===== src/design/pla_pkg.sv =====
// Shared constants and helpers for the legacy POWER integer unit.
// No dependencies; used by the top level.
package pla_pkg;

  localparam int DATA_W  = 32;
  localparam int CLS_W   = 5;
  localparam int LINE_W  = 11;
  localparam int OP_W    = 3;
  localparam int CR_W    = 4;
  localparam int CNT_W   = $clog2(DATA_W);

  // Operation codes
  localparam logic [OP_W-1:0] OP_ABS  = 3'd0;
  localparam logic [OP_W-1:0] OP_NABS = 3'd1;
  localparam logic [OP_W-1:0] OP_DOZ  = 3'd2;
  localparam logic [OP_W-1:0] OP_DOZI = 3'd3;
  localparam logic [OP_W-1:0] OP_CLCS = 3'd4;
  localparam logic [OP_W-1:0] OP_DIV  = 3'd5;

  localparam logic [DATA_W-1:0] SIGN_WORD  = 32'h8000_0000;
  localparam logic [DATA_W-1:0] CLCS_LOW   = 32'hBADB_AD00;
  localparam logic [DATA_W-1:0] CLCS_HIGH  = 32'h0BAD_BAD0;
  localparam logic [DATA_W-1:0] CLCS_MID   = 32'h00BA_DBAD;
  localparam logic [CLS_W-1:0]  CLS_MASK_GRP = 5'h18;
  localparam logic [CLS_W-1:0]  CLS_MASK_SUB = 5'h1C;
  localparam logic [CLS_W-1:0]  CLS_MID_VAL  = 5'h08;

  // LT, GT, EQ of a word against zero
  function automatic logic [2:0] sign_bits(input logic [DATA_W-1:0] value);
    logic [2:0] bits;
    if (value == '0) begin
      bits = 3'b001;
    end else if (value[DATA_W-1]) begin
      bits = 3'b100;
    end else begin
      bits = 3'b010;
    end
    return bits;
  endfunction

  // Cache class answer for one class code
  function automatic logic [DATA_W-1:0] clcs_value(input logic [CLS_W-1:0] cls,
                                                    input logic [LINE_W-1:0] line);
    logic [DATA_W-1:0] value;
    if ((cls & CLS_MASK_GRP) == '0) begin
      value = CLCS_LOW;
    end else if (cls[CLS_W-1]) begin
      value = CLCS_HIGH;
    end else if ((cls & CLS_MASK_SUB) == CLS_MID_VAL) begin
      value = CLCS_MID;
    end else begin
      value = {{(DATA_W-LINE_W){1'b0}}, line};
    end
    return value;
  endfunction

endpackage


===== src/design/power_legacy_alu_unit.sv =====
// Legacy POWER integer unit: abs, nabs, doz, dozi, clcs and div.
// Depends on pla_pkg.
//
// Usage:
//   in_*  : one instruction request per valid/ready handshake. in_ready is
//           high only while the unit is idle; one instruction is worked on
//           at a time.
//   out_* : one result request per instruction, held in an output register
//           until out_ready takes it. The next instruction may be accepted
//           while that result still waits.
//   cfg_* : write of the cache line size returned by clcs; always ready.
// Sequence:
//   abs, nabs, doz, dozi, clcs: worked in S_EXEC, then S_DONE.
//   div: dividend magnitude (S_DLO, S_DHI), divisor magnitude (S_BMAG),
//   overflow check (S_CHK), 32 restoring steps through the single shared
//   33-bit subtractor (S_DIV), then sign fix-up steps (S_QFIX, S_RFIX);
//   an overflow check that trips in S_CHK or S_QFIX goes to S_DONE.
//   Results commit to MQ/OV/SO only when the output register is free, so a
//   stalled receiver holds the finished instruction in its last step.
// Reset: synchronous, active low; clears MQ, OV, SO, the output valid and
//   sets the cache line size to 64.
module power_legacy_alu_unit (
  input  logic                          clk,
  input  logic                          rst_n,
  // instruction requests
  input  logic                          in_valid,
  output logic                          in_ready,
  input  logic [pla_pkg::OP_W-1:0]      in_op,
  input  logic signed [pla_pkg::DATA_W-1:0] in_a_value,
  input  logic signed [pla_pkg::DATA_W-1:0] in_b_value,
  input  logic [pla_pkg::CLS_W-1:0]     in_class_code,
  input  logic                          in_record_cr,
  input  logic                          in_record_ov,
  // result requests
  output logic                          out_valid,
  input  logic                          out_ready,
  output logic [pla_pkg::DATA_W-1:0]    out_result,
  output logic [pla_pkg::CR_W-1:0]      out_cr0,
  output logic                          out_cr0_written,
  output logic                          out_overflow,
  output logic                          out_summary_overflow,
  output logic [pla_pkg::DATA_W-1:0]    out_mq_value,
  // configuration write
  input  logic                          cfg_valid,
  output logic                          cfg_ready,
  input  logic [pla_pkg::LINE_W-1:0]    cfg_cache_line_bytes
);
  import pla_pkg::*;

  typedef enum logic [3:0] {
    S_IDLE, S_EXEC, S_DLO, S_DHI, S_BMAG, S_CHK, S_DIV, S_QFIX, S_RFIX, S_DONE
  } state_t;

  localparam logic [LINE_W-1:0] LINE_RESET = 11'd64;
  localparam logic [CNT_W-1:0]  CNT_LAST   = CNT_W'(DATA_W - 1);
  localparam logic [CNT_W-1:0]  CNT_ONE    = CNT_W'(1);

  state_t              state_r, state_nxt;
  logic [OP_W-1:0]     op_r, op_nxt;
  logic [DATA_W-1:0]   a_r, a_nxt;
  logic [DATA_W-1:0]   b_r, b_nxt;
  logic [CLS_W-1:0]    cls_r, cls_nxt;
  logic                rc_r, rc_nxt;
  logic                oe_r, oe_nxt;
  logic [DATA_W-1:0]   rem_r, rem_nxt;
  logic [DATA_W-1:0]   quo_r, quo_nxt;
  logic [DATA_W-1:0]   bmag_r, bmag_nxt;
  logic                brw_r, brw_nxt;
  logic [CNT_W-1:0]    cnt_r, cnt_nxt;
  logic [DATA_W-1:0]   res_r, res_nxt;
  logic                ovf_r, ovf_nxt;
  logic                dovf_r, dovf_nxt;
  logic [DATA_W-1:0]   mqw_r, mqw_nxt;
  logic                out_valid_r, out_valid_nxt;
  logic [DATA_W-1:0]   out_result_r, out_result_nxt;
  logic [CR_W-1:0]     out_cr0_r, out_cr0_nxt;
  logic                out_crw_r, out_crw_nxt;
  logic [DATA_W-1:0]   mq_r, mq_nxt;
  logic                ov_r, ov_nxt;
  logic                so_r, so_nxt;
  logic [LINE_W-1:0]   line_r, line_nxt;

  // shared subtractor: x - y - bin, top bit is the borrow out
  logic [DATA_W:0]     alu_x, alu_y;
  logic                alu_bin;
  logic [DATA_W+1:0]   alu_d;
  logic                alu_borrow;

  logic                in_acc;
  logic                commit;
  logic                apply;
  logic                qneg;
  logic                qbig;
  logic                lt;

  assign in_ready   = (state_r == S_IDLE);
  assign in_acc     = in_valid & in_ready;
  assign cfg_ready  = 1'b1;
  assign alu_d      = {1'b0, alu_x} - {1'b0, alu_y} - {{(DATA_W+1){1'b0}}, alu_bin};
  assign alu_borrow = alu_d[DATA_W+1];
  assign qneg       = a_r[DATA_W-1] ^ b_r[DATA_W-1];
  assign qbig       = qneg ? (quo_r[DATA_W-1] & (|quo_r[DATA_W-2:0])) : quo_r[DATA_W-1];
  assign lt         = !alu_d[DATA_W] && (alu_d[DATA_W:0] != '0);
  assign apply      = op_r inside {OP_ABS, OP_NABS, OP_DOZ, OP_DIV};

  // Select the subtractor operands for the current step
  always_comb begin
    alu_x   = '0;
    alu_y   = '0;
    alu_bin = 1'b0;
    case (state_r)
      S_EXEC: begin
        if (op_r == OP_DOZ || op_r == OP_DOZI) begin
          alu_x = {b_r[DATA_W-1], b_r};
          alu_y = {a_r[DATA_W-1], a_r};
        end else begin
          alu_y = {1'b0, a_r};
        end
      end
      S_DLO:  alu_y = {1'b0, mq_r};
      S_DHI: begin
        alu_y   = {1'b0, a_r};
        alu_bin = brw_r;
      end
      S_BMAG: alu_y = {1'b0, b_r};
      S_CHK: begin
        alu_x = {1'b0, rem_r};
        alu_y = {1'b0, bmag_r};
      end
      S_DIV: begin
        alu_x = {rem_r, quo_r[DATA_W-1]};
        alu_y = {1'b0, bmag_r};
      end
      S_QFIX: alu_y = {1'b0, quo_r};
      S_RFIX: alu_y = {1'b0, rem_r};
      default: begin
        alu_x = '0;
      end
    endcase
  end

  // Sequencer and commit logic
  always_comb begin
    state_nxt      = state_r;
    op_nxt         = op_r;
    a_nxt          = a_r;
    b_nxt          = b_r;
    cls_nxt        = cls_r;
    rc_nxt         = rc_r;
    oe_nxt         = oe_r;
    rem_nxt        = rem_r;
    quo_nxt        = quo_r;
    bmag_nxt       = bmag_r;
    brw_nxt        = brw_r;
    cnt_nxt        = cnt_r;
    res_nxt        = res_r;
    ovf_nxt        = ovf_r;
    dovf_nxt       = dovf_r;
    mqw_nxt        = mqw_r;
    out_result_nxt = out_result_r;
    out_cr0_nxt    = out_cr0_r;
    out_crw_nxt    = out_crw_r;
    mq_nxt         = mq_r;
    ov_nxt         = ov_r;
    so_nxt         = so_r;
    line_nxt       = cfg_valid ? cfg_cache_line_bytes : line_r;
    commit         = 1'b0;

    case (state_r)
      S_IDLE: begin
        if (in_acc) begin
          op_nxt    = in_op;
          a_nxt     = $unsigned(in_a_value);
          b_nxt     = $unsigned(in_b_value);
          cls_nxt   = in_class_code;
          rc_nxt    = in_record_cr;
          oe_nxt    = in_record_ov;
          dovf_nxt  = 1'b0;
          ovf_nxt   = 1'b0;
          state_nxt = (in_op == OP_DIV) ? S_DLO : S_EXEC;
        end
      end
      // single-step operations
      S_EXEC: begin
        ovf_nxt = 1'b0;
        case (op_r)
          OP_ABS: begin
            res_nxt = a_r[DATA_W-1] ? alu_d[DATA_W-1:0] : a_r;
            ovf_nxt = (a_r == SIGN_WORD);
          end
          OP_NABS: res_nxt = a_r[DATA_W-1] ? a_r : alu_d[DATA_W-1:0];
          OP_DOZ, OP_DOZI: begin
            res_nxt = lt ? alu_d[DATA_W-1:0] : '0;
            ovf_nxt = lt & alu_d[DATA_W-1];
          end
          OP_CLCS: res_nxt = clcs_value(cls_r, line_r);
          default: res_nxt = '0;
        endcase
        state_nxt = S_DONE;
      end
      // dividend magnitude, low word then high word with borrow
      S_DLO: begin
        quo_nxt   = a_r[DATA_W-1] ? alu_d[DATA_W-1:0] : mq_r;
        brw_nxt   = a_r[DATA_W-1] & (mq_r != '0);
        state_nxt = S_DHI;
      end
      S_DHI: begin
        rem_nxt   = a_r[DATA_W-1] ? alu_d[DATA_W-1:0] : a_r;
        state_nxt = S_BMAG;
      end
      S_BMAG: begin
        bmag_nxt  = b_r[DATA_W-1] ? alu_d[DATA_W-1:0] : b_r;
        state_nxt = S_CHK;
      end
      // high word not below divisor: quotient needs more than one word
      S_CHK: begin
        cnt_nxt = '0;
        if (!alu_borrow) begin
          res_nxt   = SIGN_WORD;
          mqw_nxt   = '0;
          ovf_nxt   = 1'b1;
          dovf_nxt  = 1'b1;
          state_nxt = S_DONE;
        end else begin
          state_nxt = S_DIV;
        end
      end
      // one restoring quotient bit per cycle
      S_DIV: begin
        rem_nxt = alu_borrow ? {rem_r[DATA_W-2:0], quo_r[DATA_W-1]} : alu_d[DATA_W-1:0];
        quo_nxt = {quo_r[DATA_W-2:0], !alu_borrow};
        cnt_nxt = cnt_r + CNT_ONE;
        if (cnt_r == CNT_LAST) begin
          state_nxt = S_QFIX;
        end
      end
      S_QFIX: begin
        if (qbig) begin
          res_nxt   = SIGN_WORD;
          mqw_nxt   = '0;
          ovf_nxt   = 1'b1;
          dovf_nxt  = 1'b1;
          state_nxt = S_DONE;
        end else begin
          res_nxt   = qneg ? alu_d[DATA_W-1:0] : quo_r;
          state_nxt = S_RFIX;
        end
      end
      S_RFIX: begin
        mqw_nxt   = a_r[DATA_W-1] ? alu_d[DATA_W-1:0] : rem_r;
        state_nxt = S_DONE;
      end
      // commit architectural state and load the output register
      S_DONE: begin
        if (!out_valid_r || out_ready) begin
          commit         = 1'b1;
          ov_nxt         = (apply & oe_r) ? ovf_r : ov_r;
          so_nxt         = so_r | (apply & oe_r & ovf_r);
          mq_nxt         = (op_r == OP_DIV) ? mqw_r : mq_r;
          out_result_nxt = res_r;
          out_crw_nxt    = apply & rc_r;
          out_cr0_nxt    = (apply & rc_r) ?
                           {(dovf_r ? 3'b000 : sign_bits(res_r)), so_nxt} : '0;
          state_nxt      = S_IDLE;
        end
      end
      default: state_nxt = S_IDLE;
    endcase

    out_valid_nxt = commit | (out_valid_r & !out_ready);
  end

  // Hold state, work registers and the output register
  always_ff @(posedge clk) begin
    op_r         <= op_nxt;
    a_r          <= a_nxt;
    b_r          <= b_nxt;
    cls_r        <= cls_nxt;
    rc_r         <= rc_nxt;
    oe_r         <= oe_nxt;
    rem_r        <= rem_nxt;
    quo_r        <= quo_nxt;
    bmag_r       <= bmag_nxt;
    brw_r        <= brw_nxt;
    res_r        <= res_nxt;
    ovf_r        <= ovf_nxt;
    dovf_r       <= dovf_nxt;
    mqw_r        <= mqw_nxt;
    out_result_r <= out_result_nxt;
    out_cr0_r    <= out_cr0_nxt;
    out_crw_r    <= out_crw_nxt;
    if (!rst_n) begin
      state_r     <= S_IDLE;
      cnt_r       <= '0;
      out_valid_r <= 1'b0;
      mq_r        <= '0;
      ov_r        <= 1'b0;
      so_r        <= 1'b0;
      line_r      <= LINE_RESET;
    end else begin
      state_r     <= state_nxt;
      cnt_r       <= cnt_nxt;
      out_valid_r <= out_valid_nxt;
      mq_r        <= mq_nxt;
      ov_r        <= ov_nxt;
      so_r        <= so_nxt;
      line_r      <= line_nxt;
    end
  end

  assign out_valid            = out_valid_r;
  assign out_result           = out_result_r;
  assign out_cr0              = out_cr0_r;
  assign out_cr0_written      = out_crw_r;
  assign out_overflow         = ov_r;
  assign out_summary_overflow = so_r;
  assign out_mq_value         = mq_r;

endmodule


===== config.mk =====
export PLATFORM = sky130hd
export DESIGN_NAME = power_legacy_alu_unit
export DESIGN_NICKNAME = d
export VERILOG_FILES = /design/src/design/pla_pkg.sv /design/src/design/power_legacy_alu_unit.sv
export SDC_FILE = /design/constraint.sdc
export NUM_CORES = 1
export LEC_CHECK = 0
export BUFFER_PORTS_ARGS = -buffer_cell sky130_fd_sc_hd__buf_2
export CORE_UTILIZATION = 49
export DETAILED_ROUTE_END_ITERATION = 6
export PLACE_DENSITY_LB_ADDON = 0.12
export SETUP_SLACK_MARGIN = 0.3
export SYNTH_ARGS = -nofsm -noshare
export SYNTH_HDL_FRONTEND = slang
export SYNTH_SLANG_ARGS = --single-unit

===== constraint.sdc =====
create_clock -name clk -period 7.2 [get_ports clk]
set_input_delay 0.72 -clock clk [delete_from_list [all_inputs] [get_ports clk]]
set_output_delay 0.72 -clock clk [all_outputs]
set_load 0.02 [all_outputs]

## Word-level counts from Yosys, hierarchy flattened

Cells that the tools add are included.

| operators by class | value |
|---|---|
| multiplexer cells | 44 |
| bitwise operators | 12 |
| eq/ne operators | 23 |
| add/subtract/negate cells | 3 |
| reduce and logical (&&, ||, !) cells | 36 |

Operators with widths:

| cell | number |
|---|---|
| $mux W32 | 12 |
| $pmux W33 S7 | 1 |
| $pmux W32 S3 | 2 |
| $pmux W32 S2 | 2 |
| $pmux W32 S4 | 1 |
| $pmux W33 S3 | 1 |
| $mux W33 | 2 |
| $pmux W4 S9 | 1 |
| $sub A33 B33 Y34 | 1 |
| $sub A34 B1 Y34 | 1 |
| $reduce_bool A33 Y1 | 1 |
| $eq A32 B32 Y1 const B | 1 |
| $logic_not A32 Y1 | 1 |
| $reduce_bool A32 Y1 | 1 |
| $mux W31 | 1 |
| $reduce_or A31 Y1 | 1 |
| $mux W28 | 1 |
| $mux W24 | 1 |
| $eq A4 B3 Y1 const B | 4 |
| $mux W4 | 4 |
| $reduce_and A3 Y1 | 4 |
| $pmux W5 S2 | 1 |
| $eq A3 B2 Y1 const B | 3 |
| $eq A3 B3 Y1 const B | 3 |
| 31 further kinds | 67 |

| storage, ports and cells | value |
|---|---|
| logic and storage cells | 145 |
| bits in registers | 329 |
| bits of input ports | 90 |
| output and inout port bits | 74 |

## Longest topological paths before layout

| depth | value |
|---|---|
| word-level depth | 11 |
| depth in mapped cells | 21 |
| depth with buffers taken out | 17 |

## Least setup slack after synthesis

OpenSTA, ideal clock, no wires.

| path | value |
|---|---|
| kind | register to register |
| from | reg state_r[2] |
| to | reg mqw_r[0], enable pin |
| arrival | 6,199 ps |
| clock period less this slack | 6,631 ps |
| stages on the path, launching flop included | 20 |
| setup slack | 569 ps |
| buffers on the path | 4 |
| cell sequence | dfxtp_1 clkbuf_1 nand2_1 nor2_1 clkbuf_1 a22oi_1 nand3_1 ha_1 inv_1 ha_1 clkbuf_1 and3_1 and3_1 and3_1 a21oi_2 nand3_1 o211ai_4 buf_4 o21ai_0 a21oi_1 |

| between the ends | value |
|---|---|
| longest elaborated chain between the ends | 7 |
| elaborated cells between the ends (all ways) | 18 |
| classes of those cells | add/sub: 2; eq/ne: 10; mux: 3; reduce/logical: 3 |

RTL lines:

| what | RTL line | text |
|---|---|---|
| from (decl) | power_legacy_alu_unit.sv:58 | `state_t state_r, state_nxt;` |
| from (signal assigned) | power_legacy_alu_unit.sv:301 | `state_r <= state_nxt;` |
| $eq A4 B3 Y1, on equally long branches | power_legacy_alu_unit.sv:111, power_legacy_alu_unit.sv:169 |  |
| $reduce_or A2 Y1 (no line) | -- |  |
| $pmux W33 S7 | power_legacy_alu_unit.sv:111 | `case (state_r)` |
| $sub A33 B33 Y34 | power_legacy_alu_unit.sv:99 | `assign alu_d = {1'b0, alu_x} - {1'b0, alu_y} - {{(DATA_W+1){1'b0}}, alu_bin};` |
| $sub A34 B1 Y34 | power_legacy_alu_unit.sv:99 |  |
| $ne A2 B2 Y1 (no line) | -- |  |
| $reduce_and A3 Y1 (no line) (*) | -- |  |
| to (signal assigned) | power_legacy_alu_unit.sv:288 | `mqw_r <= mqw_nxt;` |
| to (decl) | power_legacy_alu_unit.sv:73 | `logic [DATA_W-1:0] mqw_r, mqw_nxt;` |

Every way passes the cells marked *; elsewhere a longest branch is shown, timed or not.
A chain may end at the register's enable or synchronous reset.

## Worst setup path in the final report

| path | value |
|---|---|
| from | reg state_r[1] |
| to | reg res_r[12] (data pin) |

| between the ends | value |
|---|---|
| longest elaborated chain between the ends | 10 |
| elaborated cells between the ends (all ways) | 24 |
| classes of those cells | add/sub: 2; eq/ne: 8; mux: 10; reduce/logical: 4 |

RTL lines:

| what | RTL line | text |
|---|---|---|
| $eq A4 B3 Y1, on equally long branches | power_legacy_alu_unit.sv:111, power_legacy_alu_unit.sv:169 |  |
| $reduce_or A2 Y1 (no line) | -- |  |
| $pmux W33 S7 | power_legacy_alu_unit.sv:111 |  |
| $sub A33 B33 Y34 | power_legacy_alu_unit.sv:99 |  |
| $sub A34 B1 Y34 | power_legacy_alu_unit.sv:99 |  |
| $reduce_bool A33 Y1 or $logic_not A1 Y1 (tied branches) | power_legacy_alu_unit.sv:103 | `assign lt = !alu_d[DATA_W] && (alu_d[DATA_W:0] != '0);` |
| $logic_and A1 B1 Y1 | power_legacy_alu_unit.sv:103 |  |
| $mux W32 | power_legacy_alu_unit.sv:193 | `res_nxt = lt ? alu_d[DATA_W-1:0] : '0;` |
| $pmux W32 S4 | power_legacy_alu_unit.sv:186 | `case (op_r)` |
| $pmux W32 S3 (*) | power_legacy_alu_unit.sv:169 | `case (state_r)` |
| named net res_nxt[12] | power_legacy_alu_unit.sv:70 | `logic [DATA_W-1:0] res_r, res_nxt;` |
| to (signal assigned) | power_legacy_alu_unit.sv:285 | `res_r <= res_nxt;` |
| to (decl) | power_legacy_alu_unit.sv:70 |  |

The timed path passes the listed nets; every way through them passes the cells marked *.

==> results.txt <==
GRT Resource Usage Total: 0.334
Hold Path Class: in2reg
fill cell count: 3,490
Slew headroom: 0.163
Setup Skew: 0.0198 ns
syn avg cell area: 9.79 um2
largest net degree at the start of global routing: 78
antenna viol nets, final: 0
status: finished, final reports clean
combinational share of power: 0.585
Post-Syn Nets: 2,136
Critical Path End Type: flop
Clk Latency, worst-skew pair: 0.56 ns
diodes inserted: 0
Post-Synth Adder-Cell Area: 0.0434
Setup crit start kind: flop
Post-synth EDFFs: 272
Port-buffer cells: 160
Main synth FF type: edfxtp_1
post-layout util: 0.564
CTS root buf: clkbuf_16
Final Critical Period: 6.38 ns
first-pass GRT wire length: 102,000 um
period utilization: 0.887
routed wire length: 68,300 um
Top Ports: 164
total power draw: 11,800 uW
flops & latches, synth: 327
power per cell area: 540 nW/um2
core area: 38,800 um2
DR iter-0 viols: 2,576
cell area after layout: 21,900 um2
Reg2Reg Setup Slack: 0.82 ns
Post-synth ARST share: 0
Hold-fix buffers, CTS: 0
dpl hpwl: 47,100 um
# clock sinks: 327
Post-Route M1 WL: 28,900 um
Chip Width: 201 um
die area: 40,400 um2
Final Max Tran Viols: 0
top sig layer: met5
Post-Synth XOR/XNOR Area: 0.0156
Remaining DRCs: 0
Die Ht: 201 um
final worst slack: 0.815 ns
Fin Setup TNS: 0 ns
Sw Share: 0.470
Unique masters post-synth: 81
share of layout cells above drive strength 1: 0.153
P_int: 6270 uW
Max VDD drop: 266 uV
post-synthesis compound-gate area fraction: 0.216
commonest non-fill, non-tap cell in the layout: edfxtp_1
CTS tree: done
R2R depth: 16
met3 wire length: 8000 um
P_sw: 5560 uW
sequential cell area: 9270 um2
Hold Path Sink: b_r[3]$_DFFE_PP_
final hold vios: 0
grt ovf: 0
clock share of power: 0.166
kind of critical path: reg2reg
part of the power in registers: 0.250
CP Data Required Time: 7.46 ns
initial antenna violation count: 2
routed wl met2: 28,900 um
simple logic cell fraction of the synthesized area: 0.146
Clock Tree Buf Depth: 3
WL per Instance: 26.0 um
CTS buffer count: 37
sequential share of the synthesized area: 0.478
Final Net Count: 2,235
maximum clock rate: 157 MHz
unrepaired setup endpoints after global routing: no
commonest non-fill, non-tap cells in the layout: edfxtp_1, nand2_1, buf_2
Cell Area, Synth: 19,400 um2
Worst Path Arrival: 6.65 ns
CP max FO: 66
# rows: 72
CTS resizes: 0
main combinational cell family by area after synthesis: compound AO/OA/AOI/OAI gates
Syn-to-layout area delta: 13.0%
worst slew pin tran: 1.25 ns
reg2reg start: state_r[1]$_SDFFE_PN0P_
Leak Pwr: 0.00837 uW
Max Cap Viol: 0
via count: 17,300
synth warn: 0
critical hold path startpoint: in_b_value[3]
RePlAce Congestion: 0.978
FF-to-FF End: res_r[12]$_DFFE_PP_
Starting Density: 0.499
Post-CTS Setup Bufs: 0
Hold Crit Depth: 1
dpl cell area: 20,700 um2
vias in the first global route: 16,000
Synth Instances: 1,980
area of the multi-input gates: 9290 um2
post-synthesis mux area share: 0.0541
# setup viols final: 0
H-tree Lvls: 2
setup slack at placement: 1.20 ns
Pre-Repair DR Iteration Count: 7
Worst-path clk slew: 0.07 ns
Vias/cell: 6.60
==> sequential cells by signal, indices dropped and copies added (netlist names), 5 cells and up <==
register and count:
a_r 32, b_r 32, bmag_r 32, mqw_r 32
out_mq_value 32, out_result 32, quo_r 32, rem_r 32
res_r 32, line_r 11, cnt_r 5
==> kinds of logic after synthesis <==
group                    Yosys count
other                              1
multiplexers                     101
flip-flops                       327
AND/OR/NAND/NOR                  608
XOR/XNOR                          32
AO/OA/AOI/OAI                    613
buffers and inverters            232
adder cells (fa/ha/maj)           66
==> stage by stage <==
| stage | std cells | hold slack (ns) |
|---|---|---|
| after global placement | 2558 | 0.436 |
| after floorplan | 1980 | 0.427 |
| after CTS | 2626 | 0.314 |
| after global routing | 2626 | 0.325 |
| final | 2626 | 0.334 |
| after detailed placement | 2558 | 0.440 |
==> area by class of cell <==
type                            count  area share
Timing Repair Buffer              199      0.0499
Multi-Input combinational cell   1421       0.424
Tap cell                          518      0.0296
Inverter                           93      0.0160
Sequential cell                   327       0.423
Clock buffer                       53      0.0479
Clock inverter                     15     0.00948
==> how the worst max path moves through the flow <==
stage                                  end                    start  cells past startpoint
finish                 res_r[12]$_DFFE_PP_  state_r[1]$_SDFFE_PN0P_                     16
detailed placement     res_r[30]$_DFFE_PP_  state_r[1]$_SDFFE_PN0P_                     16
global placement       res_r[27]$_DFFE_PP_  state_r[1]$_SDFFE_PN0P_                     17
floorplan           mqw_r[0]$_SDFFCE_PP0P_  state_r[2]$_SDFFE_PN0P_                     19
CTS                    res_r[30]$_DFFE_PP_  state_r[1]$_SDFFE_PN0P_                     16
global route           res_r[30]$_DFFE_PP_  state_r[2]$_SDFFE_PN0P_                     17
==> synth_stat cells, types with 9 or more instances <==
library cell | count | share of area
nor3_1 | 36 | 0.0093
a222oi_1 | 32 | 0.017
buf_1 | 10 | 0.0019
nand3_1 | 49 | 0.013
o21ai_0 | 98 | 0.025
or3_1 | 9 | 0.0029
a221o_1 | 13 | 0.0067
nand4_1 | 19 | 0.0061
xor2_1 | 9 | 0.0041
mux2_2 | 30 | 0.017
inv_1 | 91 | 0.018
edfxtp_1 | 272 | 0.42
a21oi_1 | 159 | 0.041
nor2b_1 | 32 | 0.010
mux2i_1 | 71 | 0.037
a22o_1 | 30 | 0.014
o21a_1 | 13 | 0.0050
nor4_1 | 36 | 0.012
o211ai_1 | 17 | 0.0066
a21boi_0 | 33 | 0.013
ha_1 | 64 | 0.041
a221oi_1 | 29 | 0.013
a31oi_1 | 33 | 0.011
a22oi_1 | 37 | 0.014
nand2_1 | 270 | 0.052
and2_1 | 9 | 0.0029
nor2_1 | 97 | 0.019
dfxtp_1 | 55 | 0.057
clkbuf_1 | 119 | 0.023
xnor2_1 | 20 | 0.0090
a211oi_1 | 18 | 0.0070
and3_1 | 19 | 0.0061
a21o_1 | 20 | 0.0077
o22ai_1 | 9 | 0.0029
==> power by group through the flow <==
stage	Clock [uW]	Sequential [uW]	Combinational [uW]
floorplan	0	2880	4840
global placement	0	2970	6580
detailed placement	0	2980	6690
CTS	1990	2940	6730
global route	2050	2970	7430
finish	1960	2950	6910
==> worst max-delay path: stages, from the launching register on <==
cell and delay [ns]:
dfxtp_1 0.67, clkinv_1 0.49, nor3b_2 0.34, buf_4 0.63, a21oi_1 0.19, ha_1 0.32, inv_1 0.04, ha_1 0.36
a21oi_1 0.29, nand4b_1 0.16, o211ai_1 0.46, nand4_1 0.42, nand2_1 0.26, o21ai_1 0.15, xnor2_1 0.18, or3_1 0.47
o21ai_0 0.58
==> metal layers <==
layer | global-route usage | vias up
met5 | 0 | -
met4 | 0.132 | 4
met3 | 0.0698 | 163
met2 | 0.485 | 1150
met1 | 0.485 | 8288
li1 | - | 7727
(Power assumes the default switching activity.)
